===== config.mk =====
export PLATFORM = sky130hd
export DESIGN_NAME = light_dose_exposure_controller
export DESIGN_NICKNAME = d
export VERILOG_FILES = /design/src/sv/ldec_pkg.sv /design/src/sv/light_dose_exposure_controller.sv
export SDC_FILE = /design/constraint.sdc
export NUM_CORES = 2
export LEC_CHECK = 0
export ABC_AREA = 1
export BUFFER_PORTS_ARGS = -buffer_cell sky130_fd_sc_hd__buf_2
export CAP_MARGIN = 20
export CORE_UTILIZATION = 45
export DETAILED_ROUTE_END_ITERATION = 12
export PLACE_DENSITY_LB_ADDON = 0.25
export SLEW_MARGIN = 20
export SYNTH_ARGS = -nofsm -noshare
export SYNTH_HDL_FRONTEND = slang
export SYNTH_SLANG_ARGS = --single-unit

===== constraint.sdc =====
create_clock -name clk -period 13.9 [get_ports clk]
set_input_delay 0.695 -clock clk [delete_from_list [all_inputs] [get_ports clk]]
set_output_delay 0.695 -clock clk [all_outputs]
set_load 0.1 [all_outputs]

===== src/sv/ldec_pkg.sv =====
package ldec_pkg;

	// field widths
	localparam int TARGET_W = 40;
	localparam int BRIGHT_W = 8;
	localparam int TIME_W   = 32;
	localparam int FACTOR_W = 16;
	localparam int LIGHT_W  = 24;
	localparam int STATUS_W = 3;
	localparam int DOSE_W   = 48;
	localparam int CFG_W    = 40;
	localparam int INDEX_W  = 2;

	// lux * factor, then times elapsed ms
	localparam int LT_W     = LIGHT_W + FACTOR_W;
	localparam int ACC_W    = LT_W + TIME_W;
	// Q16.8 lux times Q2.14 factor leaves 22 fraction bits
	localparam int FRAC_SH  = 22;
	localparam int DELTA_W  = ACC_W - FRAC_SH;

	// percent arithmetic
	localparam int PCT_W    = 4;
	localparam int PROD_W   = PCT_W + BRIGHT_W;
	localparam int REM_W    = 48;
	localparam int RECIP10  = 52429;
	localparam int RECIP_SH = 19;
	localparam int QUO_W    = PROD_W + 17;
	localparam logic [PCT_W-1:0]    PCT_FULL_SPAN = 4'd10;
	localparam logic [BRIGHT_W-1:0] MIN_BRIGHT    = 8'd10;

	typedef logic [STATUS_W-1:0] status_t;
	localparam status_t ST_RUNNING = 3'd0;
	localparam status_t ST_DONE    = 3'd1;
	localparam status_t ST_TIMEOUT = 3'd2;
	localparam status_t ST_REFUSED = 3'd3;
	localparam status_t ST_IDLE    = 3'd4;

	localparam logic MODE_START = 1'b0;
	localparam logic MODE_CYCLE = 1'b1;

	typedef logic [INDEX_W-1:0] reg_index_t;
	localparam reg_index_t REG_TARGET  = 2'd0;
	localparam reg_index_t REG_MAX     = 2'd1;
	localparam reg_index_t REG_TIMEOUT = 2'd2;
	localparam reg_index_t REG_FACTOR  = 2'd3;

	localparam logic [TARGET_W-1:0] TARGET_RST  = 40'd1000000;
	localparam logic [BRIGHT_W-1:0] MAX_RST     = 8'd255;
	localparam logic [TIME_W-1:0]   TIMEOUT_RST = 32'd300000;
	localparam logic [FACTOR_W-1:0] FACTOR_RST  = 16'd16384;

	typedef enum logic [8:0] {
		S_IDLE  = 9'b000000001,
		S_MUL   = 9'b000000010,
		S_ACC   = 9'b000000100,
		S_EVAL  = 9'b000001000,
		S_SETUP = 9'b000010000,
		S_DIV   = 9'b000100000,
		S_RAMP1 = 9'b001000000,
		S_RAMP2 = 9'b010000000,
		S_FIN   = 9'b100000000
	} state_t;

endpackage


===== src/sv/light_dose_exposure_controller.sv =====
// channel   direction  handshake             payload
// cfg       in         cfg_wr_en             cfg_index, cfg_data
// in        in         in_valid / in_stall   mode, now_ms, devices_ready, sensor_ready,
//                                            light_level
// out       out        out_valid / out_stall status, brightness, sample_rejected, dose
//
// start items and cycles while idle load the result register in S_FIN after the transfer,
// once the output register is free
// a cycle with a sample runs the bit-serial (lux * factor) * ms product in S_MUL, then
// the saturating add, checks, up to 10 trial subtracts for percent and the brightness ramp
// in S_RAMP1 and S_RAMP2
// one item is in work at a time; the next transfer is taken as soon as the result sits
// in the output register, which holds while out_stall is high
// reset puts the registers at their defaults and leaves no exposure running
module light_dose_exposure_controller #(
	parameter int DOSE_BITS = 48
) (
	input  logic                              clk,
	input  logic                              arst_n,
	input  logic                              cfg_wr_en,
	input  logic [ldec_pkg::INDEX_W-1:0]      cfg_index,
	input  logic [ldec_pkg::CFG_W-1:0]        cfg_data,
	input  logic                              in_valid,
	output logic                              in_stall,
	input  logic                              mode,
	input  logic [ldec_pkg::TIME_W-1:0]       now_ms,
	input  logic                              devices_ready,
	input  logic                              sensor_ready,
	input  logic [ldec_pkg::LIGHT_W-1:0]      light_level,
	output logic                              out_valid,
	input  logic                              out_stall,
	output logic [ldec_pkg::STATUS_W-1:0]     status,
	output logic [ldec_pkg::BRIGHT_W-1:0]     brightness,
	output logic                              sample_rejected,
	output logic [ldec_pkg::DOSE_W-1:0]       dose
);

	localparam int SUM_W = ((DOSE_BITS > ldec_pkg::DELTA_W) ? DOSE_BITS
		: ldec_pkg::DELTA_W) + 1;
	localparam int CNT_W = $clog2(ldec_pkg::TIME_W);
	localparam logic [DOSE_BITS-1:0] DOSE_LIM = '1;

	ldec_pkg::state_t state_q;

	logic [ldec_pkg::TARGET_W-1:0] target_q;
	logic [ldec_pkg::BRIGHT_W-1:0] max_q;
	logic [ldec_pkg::TIME_W-1:0]   timeout_q;
	logic [ldec_pkg::FACTOR_W-1:0] factor_q;

	logic                          active_q;
	logic [DOSE_BITS-1:0]          dose_sum_q;
	logic [ldec_pkg::TIME_W-1:0]   start_time_q;
	logic [ldec_pkg::TIME_W-1:0]   last_time_q;
	logic [CNT_W-1:0]              cnt_q;
	logic                          out_valid_q;

	logic [ldec_pkg::LT_W-1:0]     lt_q;
	logic [ldec_pkg::TIME_W-1:0]   dt_q;
	logic [ldec_pkg::ACC_W-1:0]    acc_q;
	logic [ldec_pkg::TIME_W-1:0]   elapsed_q;
	logic                          sampled_q;
	logic                          rej_q;
	logic [ldec_pkg::REM_W-1:0]    rem_q;
	logic [ldec_pkg::PCT_W-1:0]    pdiff_q;
	logic [ldec_pkg::PROD_W-1:0]   prod_q;
	ldec_pkg::status_t             res_status_q;
	logic [ldec_pkg::BRIGHT_W-1:0] res_bright_q;
	logic                          res_rej_q;
	ldec_pkg::status_t             status_q;
	logic [ldec_pkg::BRIGHT_W-1:0] brightness_q;
	logic                          rej_out_q;
	logic [ldec_pkg::DOSE_W-1:0]   dose_q;

	logic                          in_xfer;
	logic                          out_free;
	logic                          refuse;
	logic                          good_sample;
	logic [ldec_pkg::TARGET_W:0]   mul_top;
	logic [ldec_pkg::DELTA_W-1:0]  delta;
	logic [SUM_W-1:0]              dose_next;
	logic                          reached;
	logic [ldec_pkg::REM_W-1:0]    dose100;
	logic [ldec_pkg::REM_W-1:0]    target90;
	logic [ldec_pkg::QUO_W-1:0]    quo_full;
	logic [ldec_pkg::BRIGHT_W-1:0] quo;
	logic [ldec_pkg::BRIGHT_W-1:0] ramp_v;
	logic [ldec_pkg::BRIGHT_W-1:0] ramp_clamped;

	assign in_stall  = (state_q != ldec_pkg::S_IDLE);
	assign in_xfer   = in_valid && !in_stall;
	assign out_free  = !out_valid_q || !out_stall;
	assign refuse    = !devices_ready || (target_q == '0);
	assign good_sample = sensor_ready && (light_level != '0);

	// shift-and-add step: add lux*factor into the top when the current ms bit is set
	assign mul_top = {1'b0, acc_q[ldec_pkg::ACC_W-1:ldec_pkg::TIME_W]}
		+ (dt_q[0] ? {1'b0, lt_q} : '0);

	assign delta     = acc_q[ldec_pkg::ACC_W-1:ldec_pkg::FRAC_SH];
	assign dose_next = SUM_W'(dose_sum_q) + SUM_W'(delta);
	assign reached   = dose_sum_q >= DOSE_BITS'(target_q);

	// only used below target, where the dose fits the target width
	assign dose100  = ldec_pkg::REM_W'(dose_sum_q[ldec_pkg::TARGET_W-1:0])
		* ldec_pkg::REM_W'(100);
	assign target90 = ldec_pkg::REM_W'(target_q) * ldec_pkg::REM_W'(90);

	// divide by ten through the reciprocal, exact for the small products seen here
	assign quo_full = ldec_pkg::QUO_W'(prod_q) * ldec_pkg::QUO_W'(ldec_pkg::RECIP10);
	assign quo      = ldec_pkg::BRIGHT_W'(quo_full >> ldec_pkg::RECIP_SH);
	assign ramp_v   = max_q - quo;

	always_comb begin
		if (ramp_v < ldec_pkg::MIN_BRIGHT) begin
			ramp_clamped = ldec_pkg::MIN_BRIGHT;
		end else if (ramp_v > max_q) begin
			ramp_clamped = max_q;
		end else begin
			ramp_clamped = ramp_v;
		end
	end

	always_ff @(posedge clk or negedge arst_n) begin
		if (!arst_n) begin
			target_q  <= ldec_pkg::TARGET_RST;
			max_q     <= ldec_pkg::MAX_RST;
			timeout_q <= ldec_pkg::TIMEOUT_RST;
			factor_q  <= ldec_pkg::FACTOR_RST;
		end else if (cfg_wr_en) begin
			unique case (cfg_index)
				ldec_pkg::REG_TARGET:  target_q  <= cfg_data[ldec_pkg::TARGET_W-1:0];
				ldec_pkg::REG_MAX:     max_q     <= cfg_data[ldec_pkg::BRIGHT_W-1:0];
				ldec_pkg::REG_TIMEOUT: timeout_q <= cfg_data[ldec_pkg::TIME_W-1:0];
				ldec_pkg::REG_FACTOR:  factor_q  <= cfg_data[ldec_pkg::FACTOR_W-1:0];
				default: ;
			endcase
		end
	end

	always_ff @(posedge clk or negedge arst_n) begin
		if (!arst_n) begin
			state_q      <= ldec_pkg::S_IDLE;
			active_q     <= 1'b0;
			dose_sum_q   <= '0;
			start_time_q <= '0;
			last_time_q  <= '0;
			cnt_q        <= '0;
			out_valid_q  <= 1'b0;
		end else begin
			// in the final state the output register is reloaded below instead
			if (out_valid_q && !out_stall && (state_q != ldec_pkg::S_FIN)) begin
				out_valid_q <= 1'b0;
			end
			unique case (state_q)
				ldec_pkg::S_IDLE: begin
					if (in_xfer) begin
						if (mode == ldec_pkg::MODE_START) begin
							if (refuse) begin
								active_q <= 1'b0;
							end else begin
								active_q     <= 1'b1;
								dose_sum_q   <= '0;
								start_time_q <= now_ms;
								last_time_q  <= now_ms;
							end
							state_q <= ldec_pkg::S_FIN;
						end else if (!active_q) begin
							state_q <= ldec_pkg::S_FIN;
						end else if (good_sample) begin
							last_time_q <= now_ms;
							cnt_q       <= '0;
							state_q     <= ldec_pkg::S_MUL;
						end else begin
							state_q <= ldec_pkg::S_EVAL;
						end
					end
				end
				ldec_pkg::S_MUL: begin
					cnt_q <= cnt_q + 1'b1;
					if (cnt_q == CNT_W'(ldec_pkg::TIME_W - 1)) begin
						state_q <= ldec_pkg::S_ACC;
					end
				end
				ldec_pkg::S_ACC: begin
					if (dose_next > SUM_W'(DOSE_LIM)) begin
						dose_sum_q <= DOSE_LIM;
					end else begin
						dose_sum_q <= dose_next[DOSE_BITS-1:0];
					end
					state_q <= ldec_pkg::S_EVAL;
				end
				ldec_pkg::S_EVAL: begin
					if (sampled_q && reached) begin
						active_q <= 1'b0;
						state_q  <= ldec_pkg::S_FIN;
					end else if (elapsed_q > timeout_q) begin
						active_q <= 1'b0;
						state_q  <= ldec_pkg::S_FIN;
					end else if (reached) begin
						state_q <= ldec_pkg::S_RAMP1;
					end else begin
						state_q <= ldec_pkg::S_SETUP;
					end
				end
				ldec_pkg::S_SETUP: begin
					if (rem_q[ldec_pkg::REM_W-1] || (rem_q == '0)) begin
						state_q <= ldec_pkg::S_FIN;
					end else begin
						state_q <= ldec_pkg::S_DIV;
					end
				end
				ldec_pkg::S_DIV: begin
					if (rem_q < ldec_pkg::REM_W'(target_q)) begin
						state_q <= ldec_pkg::S_RAMP1;
					end
				end
				ldec_pkg::S_RAMP1: state_q <= ldec_pkg::S_RAMP2;
				ldec_pkg::S_RAMP2: state_q <= ldec_pkg::S_FIN;
				ldec_pkg::S_FIN: begin
					if (out_free) begin
						out_valid_q <= 1'b1;
						state_q     <= ldec_pkg::S_IDLE;
					end
				end
				default: state_q <= ldec_pkg::S_IDLE;
			endcase
		end
	end

	always_ff @(posedge clk) begin
		unique case (state_q)
			ldec_pkg::S_IDLE: begin
				if (in_xfer) begin
					res_rej_q <= 1'b0;
					if (mode == ldec_pkg::MODE_START) begin
						res_status_q <= refuse ? ldec_pkg::ST_REFUSED : ldec_pkg::ST_RUNNING;
						res_bright_q <= refuse ? '0 : max_q;
					end else begin
						res_status_q <= ldec_pkg::ST_IDLE;
						res_bright_q <= '0;
					end
					elapsed_q <= now_ms - start_time_q;
					sampled_q <= good_sample;
					rej_q     <= !good_sample;
					lt_q      <= ldec_pkg::LT_W'(light_level) * ldec_pkg::LT_W'(factor_q);
					dt_q      <= now_ms - last_time_q;
					acc_q     <= '0;
				end
			end
			ldec_pkg::S_MUL: begin
				acc_q <= {mul_top, acc_q[ldec_pkg::TIME_W-1:1]};
				dt_q  <= dt_q >> 1;
			end
			ldec_pkg::S_EVAL: begin
				res_rej_q <= rej_q;
				res_bright_q <= '0;
				pdiff_q   <= ldec_pkg::PCT_FULL_SPAN;
				rem_q     <= dose100 - target90;
				if (sampled_q && reached) begin
					res_status_q <= ldec_pkg::ST_DONE;
				end else if (elapsed_q > timeout_q) begin
					res_status_q <= ldec_pkg::ST_TIMEOUT;
				end else begin
					res_status_q <= ldec_pkg::ST_RUNNING;
				end
			end
			ldec_pkg::S_SETUP: begin
				// ninety percent not passed yet: full drive
				res_bright_q <= max_q;
				pdiff_q      <= '0;
			end
			ldec_pkg::S_DIV: begin
				if (rem_q >= ldec_pkg::REM_W'(target_q)) begin
					rem_q   <= rem_q - ldec_pkg::REM_W'(target_q);
					pdiff_q <= pdiff_q + 1'b1;
				end
			end
			ldec_pkg::S_RAMP1: begin
				prod_q <= ldec_pkg::PROD_W'(pdiff_q)
					* ldec_pkg::PROD_W'(max_q - {2'b00, max_q[ldec_pkg::BRIGHT_W-1:2]});
			end
			ldec_pkg::S_RAMP2: begin
				res_bright_q <= ramp_clamped;
			end
			ldec_pkg::S_FIN: begin
				if (out_free) begin
					status_q     <= res_status_q;
					brightness_q <= res_bright_q;
					rej_out_q    <= res_rej_q;
					dose_q       <= ldec_pkg::DOSE_W'(dose_sum_q);
				end
			end
			default: ;
		endcase
	end

	assign out_valid       = out_valid_q;
	assign status          = status_q;
	assign brightness      = brightness_q;
	assign sample_rejected = rej_out_q;
	assign dose            = dose_q;

	a_start_arms: assert property (@(posedge clk) disable iff (!arst_n)
		(in_xfer && (mode == ldec_pkg::MODE_START) && devices_ready && (target_q != '0))
		|=> active_q)
		else $error("accepted start did not arm the exposure");

	a_end_disarms: assert property (@(posedge clk) disable iff (!arst_n)
		((state_q == ldec_pkg::S_FIN) && (res_status_q != ldec_pkg::ST_RUNNING))
		|-> !active_q)
		else $error("exposure still armed with a final status");

	a_dark_when_stopped: assert property (@(posedge clk) disable iff (!arst_n)
		(out_valid && ((status == ldec_pkg::ST_DONE) || (status == ldec_pkg::ST_TIMEOUT)
		|| (status == ldec_pkg::ST_REFUSED) || (status == ldec_pkg::ST_IDLE)))
		|-> (brightness == '0))
		else $error("light driven while not running");

	a_reject_scope: assert property (@(posedge clk) disable iff (!arst_n)
		(out_valid && sample_rejected)
		|-> ((status == ldec_pkg::ST_RUNNING) || (status == ldec_pkg::ST_TIMEOUT)))
		else $error("rejected sample flagged outside a running cycle");

endmodule


# [Yosys cells after proc, flatten, opt, wreduce, memory -nomap -nowiden]
# Cells that the tools add are included.
[totals] ff_bits=538 out_inout_bits=62 word_cells=178
[classes] n_addsub=10 mul=5 n_lt_le_gt_ge=7 n_eq_ne=29 n_mux=58 n_bitwise=2 reduce_logical=40
[ops] operator="$mux 48" count=5
[ops] operator="$pmux 48 s2" count=2
[ops] operator="$mux 32" count=5
[ops] operator="$pmux 72 s2" count=1
[ops] operator="$ge 48x40->1" count=2
[ops] operator="$mux 9" count=9
[ops] operator="$pmux 9 s9" count=1
[ops] operator="$mux 72" count=1
[ops] operator="$pmux 32 s2" count=1
[ops] operator="$sub 32x32->32" count=2
[ops] operator="$add 48x50->51" count=1
[ops] operator="$gt 51x48->1 const B" count=1
[ops] operator="$logic_not 48->1" count=1
[ops] operator="$lt 48x40->1" count=1
[ops] operator="$sub 47x47->48" count=1
[ops] operator="$sub 48x40->48" count=1
[ops] operator="$mul 40x6->46 const B" count=1
[ops] operator="$mul 40x5->45 const B" count=1
[ops] operator="$add 40x40->41" count=1
[ops] operator="$logic_not 40->1" count=1
[ops] operator="$mul 24x16->40" count=1
[ops] operator="$mux 40" count=1
[ops] operator="$mux 8" count=5
[ops] operator="$gt 32x32->1" count=1
[ops] operator="48 further kinds" count=104

# [Depth between registers and ports, before layout]
[logic_depth] ltp_word=7 mapped_depth=43 mapped_depth_nobuf=43

# [Worst setup path after synthesis]
# No wires, ideal clock.
[synth_timing] path_kind="register to register" start="register prod_q[6] (netlist name)" end="register res_bright_q[5] (netlist name) (data pin)" arrival_time_ns=6.401 required_time_ns=13.641 setup_slack_ns=7.240 stages_incl_launch_ff=36 synth_period_minus_slack_ns=6.660 path_cell_list="edfxtp_1 ha_1 inv_1 fa_1 fa_1 inv_1 fa_1 inv_1 fa_1 inv_1 ha_1 nand2_1 nor2_1 nand2_1 o21ai_0 a31oi_1 xor2_1 ha_1 a21oi_1 nand2_1 nand2_1 nand2_1 inv_1 nand2_1 nand2_1 inv_1 nand2_1 nand2_1 ha_1 nand4_1 a2111o_1 nand2_1 clkbuf_1 o21ai_0 nand2_1 nand3_1"
[synth_via] elab_chain_cells=6 elab_cells_between_ends=7 cone_classes="1 x add/sub; 1 x mul; 2 x order compare; 3 x mux"
[synth_rtl] item="start: declaration" line_no="light_dose_exposure_controller.sv:65" source="logic [ldec_pkg::PROD_W-1:0] prod_q;"
[synth_rtl] item="start signal: assignment" line_no="light_dose_exposure_controller.sv:279" source="prod_q <= ldec_pkg::PROD_W'(pdiff_q)"
[synth_rtl] item="$mul 12x16->27 (*)" line_no="light_dose_exposure_controller.sv:109" source="assign quo_full = ldec_pkg::QUO_W'(prod_q) * ldec_pkg::QUO_W'(ldec_pkg::RECIP10);"
[synth_rtl] item="$sub 8x8->8 (*)" line_no="light_dose_exposure_controller.sv:111" source="assign ramp_v = max_q - quo;"
[synth_rtl] item="$gt 8x8->1" line_no="light_dose_exposure_controller.sv:116" source="end else if (ramp_v > max_q) begin"
[synth_rtl] item="$mux 8" line_no="light_dose_exposure_controller.sv:116"
[synth_rtl] item="$mux 8 (*)" line_no="light_dose_exposure_controller.sv:114" source="if (ramp_v < ldec_pkg::MIN_BRIGHT) begin"
[synth_rtl] item="$pmux 8 s4 (*)" line_no="light_dose_exposure_controller.sv:231" source="unique case (state_q)"
[synth_rtl] item="end signal: assignment" line_no="light_dose_exposure_controller.sv:237" source="res_bright_q <= refuse ? '0 : max_q;"
[synth_rtl] item="end signal: assignment" line_no="light_dose_exposure_controller.sv:269" source="res_bright_q <= max_q;"
[synth_rtl] item="end signal: assignment" line_no="light_dose_exposure_controller.sv:283" source="res_bright_q <= ramp_clamped;"
[synth_rtl] item="end: declaration" line_no="light_dose_exposure_controller.sv:67" source="logic [ldec_pkg::BRIGHT_W-1:0] res_bright_q;"
# Every way passes the cells marked *; elsewhere a longest branch is shown, timed or not.
# A chain may end at the register's enable or synchronous reset.

# [Worst setup path after layout]
[layout_timing] start="register prod_q[6] (netlist name)" end="register res_bright_q[1] (netlist name) (data pin)"
# Same word-level chain as after synthesis.

==> results.yml <==
global_routing:
  first_global_vias: 60045
  use_met1_pct: 42.4
  grt_max_degree: 151
  met3_usage_pct: 3.57
  met2_usage_pct: 48.5
  grt-ovfl-total: 0
  grt_first_pass_wirelength_um: 352000
  grt-busiest-layer: "met2"
  grt.total_usage_pct: 30.2
  grt_antenna_before_repair: 6
setup_path:
  cp.arrival_ns: 8.13
  slowest_stage: "fa_1"
  critPathKind: "reg -> reg"
  cpMostUsedCell: "nand2_1"
  cp-end-kind: "register"
  critPathMaxFanout: 11
  cp_slowest_stage_delay_ns: 0.56
  required_ns: 14.32
  start_kind: "register"
die:
  die_w_um: 388
  initial_core_util_pct: 45.3
  die-area_um2: 150000
  dieHeight_um: 388
  core_um2: 148000
  io_pins: 168
  rows: 141
logic_synthesis:
  synth.yosys.seq_area_share_pct: 21.5
  yosys_warnings: 0
  post_synth_num_cell_types: 61
  avgSynthCellArea_um2: 7.24
  synthesis.area_um2: 66900
  synth_common_cells: "nand2_1, inv_1, nor2_1"
  synth_seq_cells: 516
  synthMostInstantiatedCell: "nand2_1"
  synth_top_area_share_pct: 14.4
  synth_top_cell_by_area: "fa_1"
  syn_inst: 9237
  synthFlopType: "edfxtp_1"
  synthArstFlopShare_pct: 43.4
  syn_nets: 10576
  synth_area_leaders: "fa_1, ha_1, edfxtp_1"
  synth_edf_count: 292
sta:
  worstMarginPinSlew_ns: 1.16
  maxSlewViolCount: 0
  final_hold_viol_count: 0
  fin_skew_ns: 0.0477
  fin_crit_ns: 7.71
  setup_viol: 0
  fin_crit_sh_pct: 55.5
  rsz0062_at_grt: "no"
  fmax_mhz: 130
  setup_tns_ns: 0
  setup_ws_ns: 6.19
  timing.slew.headroom_pct: 22.8
cts:
  cts-resized-gates: 0
  cts.clk_slew.worst_paths_ns: 0.07
  hold_buffers: 1
  cts.sinks: 516
  clock_latency_ns: 0.69
  cts-root-buf: "clkbuf_16"
  numCtsBuffers: 67
  cts_max_level: 3
  cts.path.max_buffers: 3
  cts_setup_buffers: 0
  cts_tree: "yes"
placement:
  dpl_cell_area_um2: 69600
  port_buffers: 167
  place_hpwl_um: 190000
  post-place-ws_ns: 6.35
  gp_congestion: 1.02
layout:
  nets: 10663
  area_delta_synth_final_pct: 7.73
  finalInstanceArea_um2: 72100
  num-fill-cells: 14986
  fin_util_pct: 48.8
  drive_above_1_share_pct: 5.00
detailed_routing:
  first_iter_violations: 5071
  wl_per_cell_um: 20.1
  route.detailed.drc: 0
  via_per_inst: 5.38
  num_vias: 60842
  dr.pass1.iters: 6
  antenna_left: 0
  routed_wl_um: 228000
min_path:
  hold_class: "in -> reg"
run_status:
  status: "complete, no violations"
run:
  maxCapViolCount: 0
[worst max-delay path: cells and delay by family, from the launching register on]
family | cells | cell delay, ns
compound gates | 4 | 1.21
xor+xnor | 1 | 0.17
fa+ha+maj | 8 | 3.46
buf+inv | 6 | 0.29
flops | 1 | 0.50
simple gates | 16 | 1.80
[flip-flops by register name, summed over array words and instances, names as in the netlist, 40 cells and up]
signal	cells
lt_q	40
dose	48
dose_sum_q	48
acc_q	50
rem_q	48
target_q	40
[cells in the final DEF, fill, tap and decap left out, drive strengths merged, types with 101 or more instances in the layout]
cell	n
a21oi	601
o21ai	505
ha	752
dfrtp	199
fa	481
xnor2	106
nand2	2166
edfxtp	292
buf	200
nand3	433
xor2	123
nand4	101
nor2	824
inv	1955
[per-layer routing]
| metal | share of wire (%) | wire length [µm] | vias up |
|---|---|---|---|
| met4 | 3.4 | 7690 | 4 |
| met1 | 46 | 104000 | 29046 |
| met5 | 0.015 | 35 | - |
| li1 | - | - | 29484 |
| met3 | 6.2 | 14100 | 320 |
| met2 | 45 | 102000 | 1988 |
[path summary, 6_finish.rpt]
kind	start	end	slack (ns)	cells past startpoint
worst max-delay path	prod_q[6]$_DFFE_PN_	res_bright_q[1]$_DFFE_PP_	6.19	35
worst min-delay path	cfg_data[35]	target_q[35]$_DFFE_PN0P_	0.25	3
worst max register to register	prod_q[6]$_DFFE_PN_	res_bright_q[1]$_DFFE_PP_	6.19	35
worst min register to register	res_bright_q[3]$_DFFE_PP_	brightness[3]$_DFFE_PP_	0.46	0
max in group asynchronous	arst_n	start_time_q[30]$_DFFE_PN0P_	11.88	3
min in group asynchronous	arst_n	dose_sum_q[47]$_DFFE_PN0P_	0.56	2
[metrics by stage]
stage,hold slack [ns],cells
detailed placement,0.443,11183
finish,0.249,11311
global route,0.236,11309
CTS,0.197,11308
floorplan,0.399,9237
global placement,0.458,11183
[area by class of cell]
class | count | area (µm²) | area share, %
diodes | 2 | 5.00 | 0.00695
clock buffers | 77 | 1810 | 2.51
clock inverters | 47 | 574 | 0.797
inverters | 1953 | 7330 | 10.2
multi-input cells | 6585 | 44400 | 61.6
flip-flops and latches | 516 | 14400 | 20.0
well taps | 1930 | 2410 | 3.35
repair buffers | 201 | 1120 | 1.56
[cells by family after synthesis]
family	share of synthesized area, %
compound gates	11.7
xor+xnor	3.00
fa+ha+maj	28.5
buf+inv	12.2
flops	21.5
simple gates	23.1
Power is left out: the tool's default activity adds up to more than one toggle a clock period on the data nets, which glitch-free logic cannot reach.
